**src/sv/rtca_pkg.sv**
```systemverilog
// Package for the real-time counter with alarm.
// Holds register offsets, mode and status bit positions and the item types.
// Used by the stage, core and top-level files of the block.
`timescale 1ns / 1ps

package rtca_pkg;

  localparam logic [1:0] OP_TICK  = 2'd0;
  localparam logic [1:0] OP_READ  = 2'd1;
  localparam logic [1:0] OP_WRITE = 2'd2;
  localparam logic [1:0] OP_IDLE  = 2'd3;

  localparam logic [4:0] OFF_MODE   = 5'h00;
  localparam logic [4:0] OFF_ALARM  = 5'h04;
  localparam logic [4:0] OFF_VALUE  = 5'h08;
  localparam logic [4:0] OFF_STATUS = 5'h0c;

  // Counter reset bit (0x40000) of the mode word.
  localparam int unsigned MODE_CNT_RESET_BIT = 18;

  localparam int unsigned STAT_ALARM_BIT = 0;
  localparam int unsigned STAT_INC_BIT   = 1;

  localparam logic [31:0] MODE_RESET  = 32'h0000_8000;
  localparam logic [31:0] ALARM_RESET = 32'hffff_ffff;

  typedef struct packed {
    logic [1:0]  op;
    logic [4:0]  offset;
    logic [31:0] write_data;
  } rtca_item_t;

  typedef struct packed {
    logic [31:0] read_data;
    logic        irq;
    logic        bad_access;
  } rtca_result_t;

endpackage

```
**src/sv/rtca_ifs.sv**
```systemverilog
// Channel interfaces of the real-time counter with alarm.
// Does not depend on rtca_pkg; the field widths are written out here.
`timescale 1ns / 1ps

interface rtca_in_if;
  logic        valid;
  logic        ready;
  logic [1:0]  op;
  logic [4:0]  offset;
  logic [31:0] write_data;

  modport source (output valid, output op, output offset, output write_data, input ready);
  modport sink   (input valid, input op, input offset, input write_data, output ready);
endinterface

interface rtca_out_if;
  logic        valid;
  logic        ready;
  logic [31:0] read_data;
  logic        irq;
  logic        bad_access;

  modport source (output valid, output read_data, output irq, output bad_access, input ready);
  modport sink   (input valid, input read_data, input irq, input bad_access, output ready);
endinterface

```
**src/sv/rtca_in_stage.sv**
```systemverilog
// Input register of the real-time counter with alarm.
// Captures one item per transfer; depends on rtca_pkg.
`timescale 1ns / 1ps

module rtca_in_stage
  import rtca_pkg::*;
(
  input  logic       clk,
  input  logic       rst_n,
  input  logic       in_valid,
  output logic       in_ready,
  input  rtca_item_t in_item,
  input  logic       advance,
  output logic       item_valid,
  output rtca_item_t item
);

  logic       valid_r;
  logic       valid_nxt;
  rtca_item_t item_r;

  // The register may refill in the same cycle that its item moves on.
  assign in_ready  = !valid_r || advance;
  assign valid_nxt = (in_valid && in_ready) ? 1'b1 : (advance ? 1'b0 : valid_r);

  always_ff @(posedge clk) begin
    if (!rst_n) begin
      valid_r <= 1'b0;
    end else begin
      valid_r <= valid_nxt;
    end
  end

  always_ff @(posedge clk) begin
    if (in_valid && in_ready) begin
      item_r <= in_item;
    end
  end

  assign item_valid = valid_r;
  assign item       = item_r;

endmodule

```
**src/sv/rtca_core.sv**
```systemverilog
// Register file and update logic of the real-time counter with alarm.
// Applies one item per enabled cycle and forms its result; depends on rtca_pkg.
`timescale 1ns / 1ps

module rtca_core
  import rtca_pkg::*;
(
  input  logic         clk,
  input  logic         rst_n,
  input  logic         advance,
  input  rtca_item_t   item,
  output rtca_result_t result
);

  logic [31:0] mode_r,  mode_nxt;
  logic [31:0] alarm_r, alarm_nxt;
  logic [31:0] cnt_r,   cnt_nxt;
  logic [1:0]  stat_r,  stat_nxt;

  logic [31:0] cnt_pre;
  logic [1:0]  stat_pre;
  logic        run_upd;
  logic [31:0] rdata;
  logic        bad;

  always_comb begin
    mode_nxt  = mode_r;
    alarm_nxt = alarm_r;
    cnt_pre   = cnt_r;
    stat_pre  = stat_r;
    run_upd   = 1'b0;
    rdata     = 32'd0;
    bad       = 1'b0;
    unique case (item.op)
      OP_TICK: begin
        cnt_pre                = cnt_r + 32'd1;
        stat_pre[STAT_INC_BIT] = 1'b1;
        run_upd                = 1'b1;
      end
      OP_READ: begin
        unique case (item.offset)
          OFF_MODE:   rdata = mode_r;
          OFF_ALARM:  rdata = alarm_r;
          OFF_VALUE:  rdata = cnt_r;
          OFF_STATUS: begin
            rdata    = {30'd0, stat_r};
            stat_pre = 2'b00;
          end
          default:    bad = 1'b1;
        endcase
      end
      OP_WRITE: begin
        unique case (item.offset)
          OFF_MODE: begin
            mode_nxt = item.write_data;
            run_upd  = 1'b1;
          end
          OFF_ALARM: begin
            alarm_nxt = item.write_data;
            run_upd   = 1'b1;
          end
          default: bad = 1'b1;
        endcase
      end
      default: ;
    endcase

    // Update step: the new mode and alarm words take effect at once.
    cnt_nxt = (run_upd && mode_nxt[MODE_CNT_RESET_BIT]) ? 32'd0 : cnt_pre;
    stat_nxt = stat_pre;
    if (run_upd && (cnt_nxt == alarm_nxt)) begin
      stat_nxt[STAT_ALARM_BIT] = 1'b1;
    end
  end

  always_ff @(posedge clk) begin
    if (!rst_n) begin
      mode_r  <= MODE_RESET;
      alarm_r <= ALARM_RESET;
      cnt_r   <= 32'd0;
      stat_r  <= 2'b00;
    end else if (advance) begin
      mode_r  <= mode_nxt;
      alarm_r <= alarm_nxt;
      cnt_r   <= cnt_nxt;
      stat_r  <= stat_nxt;
    end
  end

  assign result.read_data  = rdata;
  assign result.irq        = |stat_nxt;
  assign result.bad_access = bad;

endmodule

```
**src/sv/rtca_out_stage.sv**
```systemverilog
// Result register of the real-time counter with alarm.
// Holds one result until its transfer; depends on rtca_pkg.
`timescale 1ns / 1ps

module rtca_out_stage
  import rtca_pkg::*;
(
  input  logic         clk,
  input  logic         rst_n,
  input  logic         load,
  input  rtca_result_t result,
  output logic         free,
  output logic         out_valid,
  input  logic         out_ready,
  output rtca_result_t out_result
);

  logic         valid_r;
  logic         valid_nxt;
  rtca_result_t result_r;

  assign free      = !valid_r || out_ready;
  assign valid_nxt = load ? 1'b1 : (out_ready ? 1'b0 : valid_r);

  always_ff @(posedge clk) begin
    if (!rst_n) begin
      valid_r <= 1'b0;
    end else begin
      valid_r <= valid_nxt;
    end
  end

  always_ff @(posedge clk) begin
    if (load) begin
      result_r <= result;
    end
  end

  assign out_valid  = valid_r;
  assign out_result = result_r;

endmodule

```
**src/sv/real_time_counter_alarm.sv**
```systemverilog
// Top level of the real-time counter with alarm.
// Instantiates rtca_in_stage, rtca_core and rtca_out_stage; uses rtca_pkg and rtca_ifs.
//
//   Channel   Dir  Handshake          Payload
//   in_chan   in   valid / ready      op[1:0], offset[4:0], write_data[31:0]
//   out_chan  out  valid / ready      read_data[31:0], irq, bad_access
//
// An item moves from the input register through the register update into the result
// register. One item per clock is sustained while out_chan is ready; the counter and
// status registers update as the item leaves the input register.
// Reset (rst_n low, synchronous) empties both stages and loads the register reset values.
// A stalled result holds the item behind it; in_chan ready drops only when both are full.
`timescale 1ns / 1ps

module real_time_counter_alarm
  import rtca_pkg::*;
(
  input  logic       clk,
  input  logic       rst_n,
  rtca_in_if.sink    in_chan,
  rtca_out_if.source out_chan
);

  rtca_item_t   in_item;
  rtca_item_t   item;
  logic         item_valid;
  rtca_result_t result;
  rtca_result_t out_result;
  logic         out_free;
  logic         advance;

  assign in_item.op         = in_chan.op;
  assign in_item.offset     = in_chan.offset;
  assign in_item.write_data = in_chan.write_data;

  assign advance = item_valid && out_free;

  rtca_in_stage u_in (
    .clk        (clk),
    .rst_n      (rst_n),
    .in_valid   (in_chan.valid),
    .in_ready   (in_chan.ready),
    .in_item    (in_item),
    .advance    (advance),
    .item_valid (item_valid),
    .item       (item)
  );

  rtca_core u_core (
    .clk    (clk),
    .rst_n  (rst_n),
    .advance(advance),
    .item   (item),
    .result (result)
  );

  rtca_out_stage u_out (
    .clk        (clk),
    .rst_n      (rst_n),
    .load       (advance),
    .result     (result),
    .free       (out_free),
    .out_valid  (out_chan.valid),
    .out_ready  (out_chan.ready),
    .out_result (out_result)
  );

  assign out_chan.read_data  = out_result.read_data;
  assign out_chan.irq        = out_result.irq;
  assign out_chan.bad_access = out_result.bad_access;

endmodule
```
**src/flat_wrapper.sv**
```systemverilog
// flat-port wrapper written by rule: the top's interface ports become plain ports
module real_time_counter_alarm_flat import rtca_pkg::*;
  (clk, rst_n, in_chan_valid, in_chan_op, in_chan_offset, in_chan_write_data, in_chan_ready, out_chan_valid, out_chan_read_data, out_chan_irq, out_chan_bad_access, out_chan_ready);
  rtca_in_if in_chan_i ();
  rtca_out_if out_chan_i ();
  input  logic clk;
  input  logic rst_n;
  input wire logic [$bits(in_chan_i.valid)-1:0] in_chan_valid;
  input wire logic [$bits(in_chan_i.op)-1:0] in_chan_op;
  input wire logic [$bits(in_chan_i.offset)-1:0] in_chan_offset;
  input wire logic [$bits(in_chan_i.write_data)-1:0] in_chan_write_data;
  output wire logic [$bits(in_chan_i.ready)-1:0] in_chan_ready;
  output wire logic [$bits(out_chan_i.valid)-1:0] out_chan_valid;
  output wire logic [$bits(out_chan_i.read_data)-1:0] out_chan_read_data;
  output wire logic [$bits(out_chan_i.irq)-1:0] out_chan_irq;
  output wire logic [$bits(out_chan_i.bad_access)-1:0] out_chan_bad_access;
  input wire logic [$bits(out_chan_i.ready)-1:0] out_chan_ready;
  assign in_chan_i.valid = in_chan_valid;
  assign in_chan_i.op = in_chan_op;
  assign in_chan_i.offset = in_chan_offset;
  assign in_chan_i.write_data = in_chan_write_data;
  assign in_chan_ready = in_chan_i.ready;
  assign out_chan_valid = out_chan_i.valid;
  assign out_chan_read_data = out_chan_i.read_data;
  assign out_chan_irq = out_chan_i.irq;
  assign out_chan_bad_access = out_chan_i.bad_access;
  assign out_chan_i.ready = out_chan_ready;
  real_time_counter_alarm u_core (.clk(clk), .rst_n(rst_n), .in_chan(in_chan_i), .out_chan(out_chan_i));
endmodule
```
**config.mk**
```make
export PLATFORM = sky130hd
export DESIGN_NAME = real_time_counter_alarm_flat
export DESIGN_NICKNAME = d
export VERILOG_FILES = /design/src/sv/rtca_pkg.sv /design/src/sv/rtca_ifs.sv /design/src/sv/rtca_in_stage.sv /design/src/sv/rtca_core.sv /design/src/sv/rtca_out_stage.sv /design/src/sv/real_time_counter_alarm.sv /design/src/flat_wrapper.sv
export SDC_FILE = /design/constraint.sdc
export NUM_CORES = 1
export LEC_CHECK = 0
export BUFFER_PORTS_ARGS = -buffer_cell sky130_fd_sc_hd__buf_2
export CAP_MARGIN = 20
export CORE_ASPECT_RATIO = 1.75
export CORE_MARGIN = 1
export CORE_UTILIZATION = 30
export DETAILED_ROUTE_END_ITERATION = 10
export GPL_TIMING_DRIVEN = 0
export PLACE_DENSITY_LB_ADDON = 0.12
export SLEW_MARGIN = 15
export SYNTH_ARGS = -nofsm -noshare
export SYNTH_HDL_FRONTEND = slang
export SYNTH_HIERARCHICAL = 1
export SYNTH_SLANG_ARGS = --single-unit
```
**constraint.sdc**
```tcl
create_clock -name clk -period 4.4 [get_ports clk]
set_input_delay 0.66 -clock clk [delete_from_list [all_inputs] [get_ports clk]]
set_output_delay 0.66 -clock clk [all_outputs]
set_load 0.01 [all_outputs]
```
==> key figures <==
Outcome
  – Run status: finished clean

Power and ir drop
  – Total leakage power: 3.93 nW
  – Cell Pwr Density: 332 nW/µm²
  – VDD IR max: 0.000267 V

Floorplanning
  – Placeable Area: 30,100 µm²
  – Initial core utilization: 30.5%
  – I/O Pins: 79
  – Die Wd: 134 µm
  – Area of the die: 31,300 µm²
  – Num rows: 84
  – Die Ht: 233 µm

Global route
  – Vias in the first global route: 7,579
  – Gr usage total: 21.0%
  – First-pass GRT wire length: 47,400 µm
  – Grt total ovfl: 0
  – Initial antenna violation count: 0
  – Largest net degree at the start of global routing: 40

Routing
  – Wire per inst: 20.8 µm
  – Vias/cell: 5.11
  – Vias: 7,792
  – # DRC: 0
  – DR pass1 iterations: 5
  – Iter 0 DRT Violations: 596
  – Total Wirelength: 31,800 µm
  – Routed Antenna Nets: 0

Synth
  – Post-synthesis register bit count: 173
  – Top area cells in the synthesized netlist: edfxtp_1 (24%), dfxtp_1 (22%), nand2_1 (7.5%)
  – Register area share after synthesis: 45.8%
  – Top-area cell type share of the netlist area: 23.9%
  – Mapped cell area: 9160 µm²
  – Leading area contributor after synthesis: edfxtp_1
  – Post-Synthesis Cells: 1,026
  – Top FF cell, synth: dfxtp_1
  – Yosys cell types: 73
  – Top post-synthesis cells by count: nand2_1 (182), dfxtp_1 (100), nor2_1 (94)
  – Syn_nets: 1,073
  – Post-synth EDFFs: 73
  – Top-count cell post-synth: nand2_1
  – Synth Area per Inst: 8.93 µm²
  – Ys Warns: 6
  – Asr flop ratio synth: 0%

Worst hold path
  – HP Start: in_chan_write_data[13]
  – Worst Hold Class: input pin to register
  – Cells on Worst Hold Path: 1

Layout
  – Post-route core utilization: 35.4%
  – Nets: 1,171
  – Fin cells: 1,524
  – Layout Area Growth over Synthesis: 16.1%
  – Layout cell share with drive strength beyond 1: 13.8%
  – N_diodes: 0
  – Fillers: 3,224

Timing
  – Slew Viols, Final: 0
  – Max frequency: 0.235 GHz
  – Count of final setup violators: 0
  – Tightest Pin Transition: 0.954 ns
  – Hold Vio Cnt, Final: 0
  – RSZ-0062 raised after global routing: no
  – Max-slew headroom: 36.2%
  – Final Cycle Share: 96.9%
  – Clock skew: 0.0148 ns
  – Minimum clock period after layout: 4.26 ns

Worst setup path
  – Worst EP arrival: 4.50 ns
  – Critical R2R Launch: u_core/u_in/item[34]$_DFFE_PP_
  – WP data required: 4.64 ns
  – Crit path capture type: register
  – Critical path launch point type: register
  – Reg2Reg Depth: 9
  – Crit path from: u_core/u_in/item[34]$_DFFE_PP_
  – Setup CP Type: register to register
  – Crit Path Max Fanout: 10

Clock tree
  – CTS Buf Count: 17
  – Clock sinks: 173
  – Post-CTS setup buffers: 0
  – Clock tree buffer depth: 2
  – Worst-path clk slew: 0.07 ns
  – Worst-Skew Late Latency: 0.47 ns
  – H-tree depth: 4
  – Hold-fix buffers, CTS: 0
  – CTS Root Cell: clkbuf_16
  – Post-CTS Resized: 0
  – CTS tree: yes

Place
  – Placed Cells: 1,492
  – Hpwl dp: 24,900 µm
  – Routability cong.: 0.934
  – IO buf count: 78

Job
  – Maxcap violations: 0
## cells by family (layout without fill, tap and decap cells)
kind of cell	after synthesis	after routing	synth area share (%)
AND/OR/NAND/NOR	466	466	25.0
AO/OA/AOI/OAI	202	202	14.2
flip-flops	173	173	45.8
buffers and inverters	84	195	3.85
multiplexers	65	65	7.13
XOR/XNOR	32	32	3.51
adder cells (fa/ha/maj)	4	4	0.546
## metrics by stage
step | total power [mW] | setup TNS (ns) | cell area (µm²) | worst slack, ns | hold slack (ns)
after global placement | 2.05 | -32.95 | 10000 | -0.921 | 0.451
after detailed placement | 2.05 | 0 | 10100 | 0.223 | 0.459
after CTS | 3.60 | 0 | 10600 | 0.188 | 0.345
after floorplan | 1.92 | 0 | 9160 | 1.11 | 0.440
final | 3.54 | 0 | 10600 | 0.136 | 0.362
after global routing | 3.67 | 0 | 10600 | 0.0372 | 0.348
## path summary, 6_finish.rpt
check | slack [ns] | endpoint
worst max-delay path | 0.14 | u_core/u_out/out_result[1]$_DFFE_PP_
worst min-delay path | 0.36 | u_core/u_in/item[13]$_DFFE_PP_
worst max register to register | 0.14 | u_core/u_out/out_result[1]$_DFFE_PP_
worst min register to register | 0.47 | u_core/u_core/mode_r[17]$_SDFFE_PN0P_
## cell usage in the layout (no fill, tap or decap), drive strengths merged, types with 4 or more instances in the layout
cell type | netlist | layout
nor4 | 31 | 31
xor2 | 12 | 12
or3 | 6 | 6
a211oi | 4 | 4
clkinv | 1 | 4
nor3 | 23 | 23
o21ai | 45 | 45
mux2i | 63 | 63
nand4 | 18 | 18
clkbuf | 51 | 68
nand2 | 182 | 182
buf | 21 | 100
a21oi | 65 | 65
o21a | 4 | 4
a21boi | 46 | 46
dfxtp | 100 | 100
inv | 11 | 21
and2 | 11 | 11
nand3 | 47 | 47
nand2b | 5 | 5
edfxtp | 73 | 73
and3 | 7 | 7
nor2b | 21 | 21
nor2 | 95 | 95
ha | 4 | 4
or4 | 6 | 6
o31a | 6 | 6
xnor2 | 17 | 17
## layer usage
layer | vias up | wire, µm | part of all wire [%] | GRT usage, %
li1 | 3851 | - | - | -
met1 | 3689 | 12700 | 40 | 23.6
met2 | 203 | 16900 | 53 | 38.4
met3 | 49 | 973 | 3.1 | 2.54
met4 | 0 | 1210 | 3.8 | 10.7
met5 | - | 0 | 0 | 0
## sequential cells by signal, indices dropped and copies added (netlist names)
| register | flops |
|---|---|
| u_core/u_core/mode_r | 32 |
| u_core/u_out/out_valid | 1 |
| u_core/u_in/item | 39 |
| u_core/u_in/item_valid | 1 |
| u_core/u_out/out_result | 34 |
| u_core/u_core/cnt_r | 32 |
| u_core/u_core/stat_r | 2 |
| u_core/u_core/alarm_r | 32 |
## final cells by class
cell class                 instances  area (µm²)  share of cell area [%]
clock buffer                      17         425                    4.00
buffer                            72         308                    2.89
sequential                       173        4190                    39.4
inverter                          12        45.0                   0.423
multi-input combinational        769        4620                    43.4
clock inverter                    15         151                    1.42
tap                              387         484                    4.55
timing repair buffer              79         410                    3.86
## critical path, cell delays in order, from the launching register on
cell and delay (ns):
edfxtp_1 0.42, clkbuf_1 0.56, nand3b_1 0.46, nor2_1 0.47, buf_4 0.31, mux2i_1 0.46, a21oi_1 0.08, nor4_1 0.71
nand4b_1 0.22, o21ai_0 0.35
## report_power, final
part | switching, mW | leakage [nW] | internal [mW]
Combinational | 0.173 | 2.14 | 0.0859
Sequential | 0.0327 | 1.51 | 1.72
Clock | 0.724 | 0.286 | 0.801
Total | 0.929 | 3.93 | 2.61
Note: power is estimated with default switching activity, not from simulation.
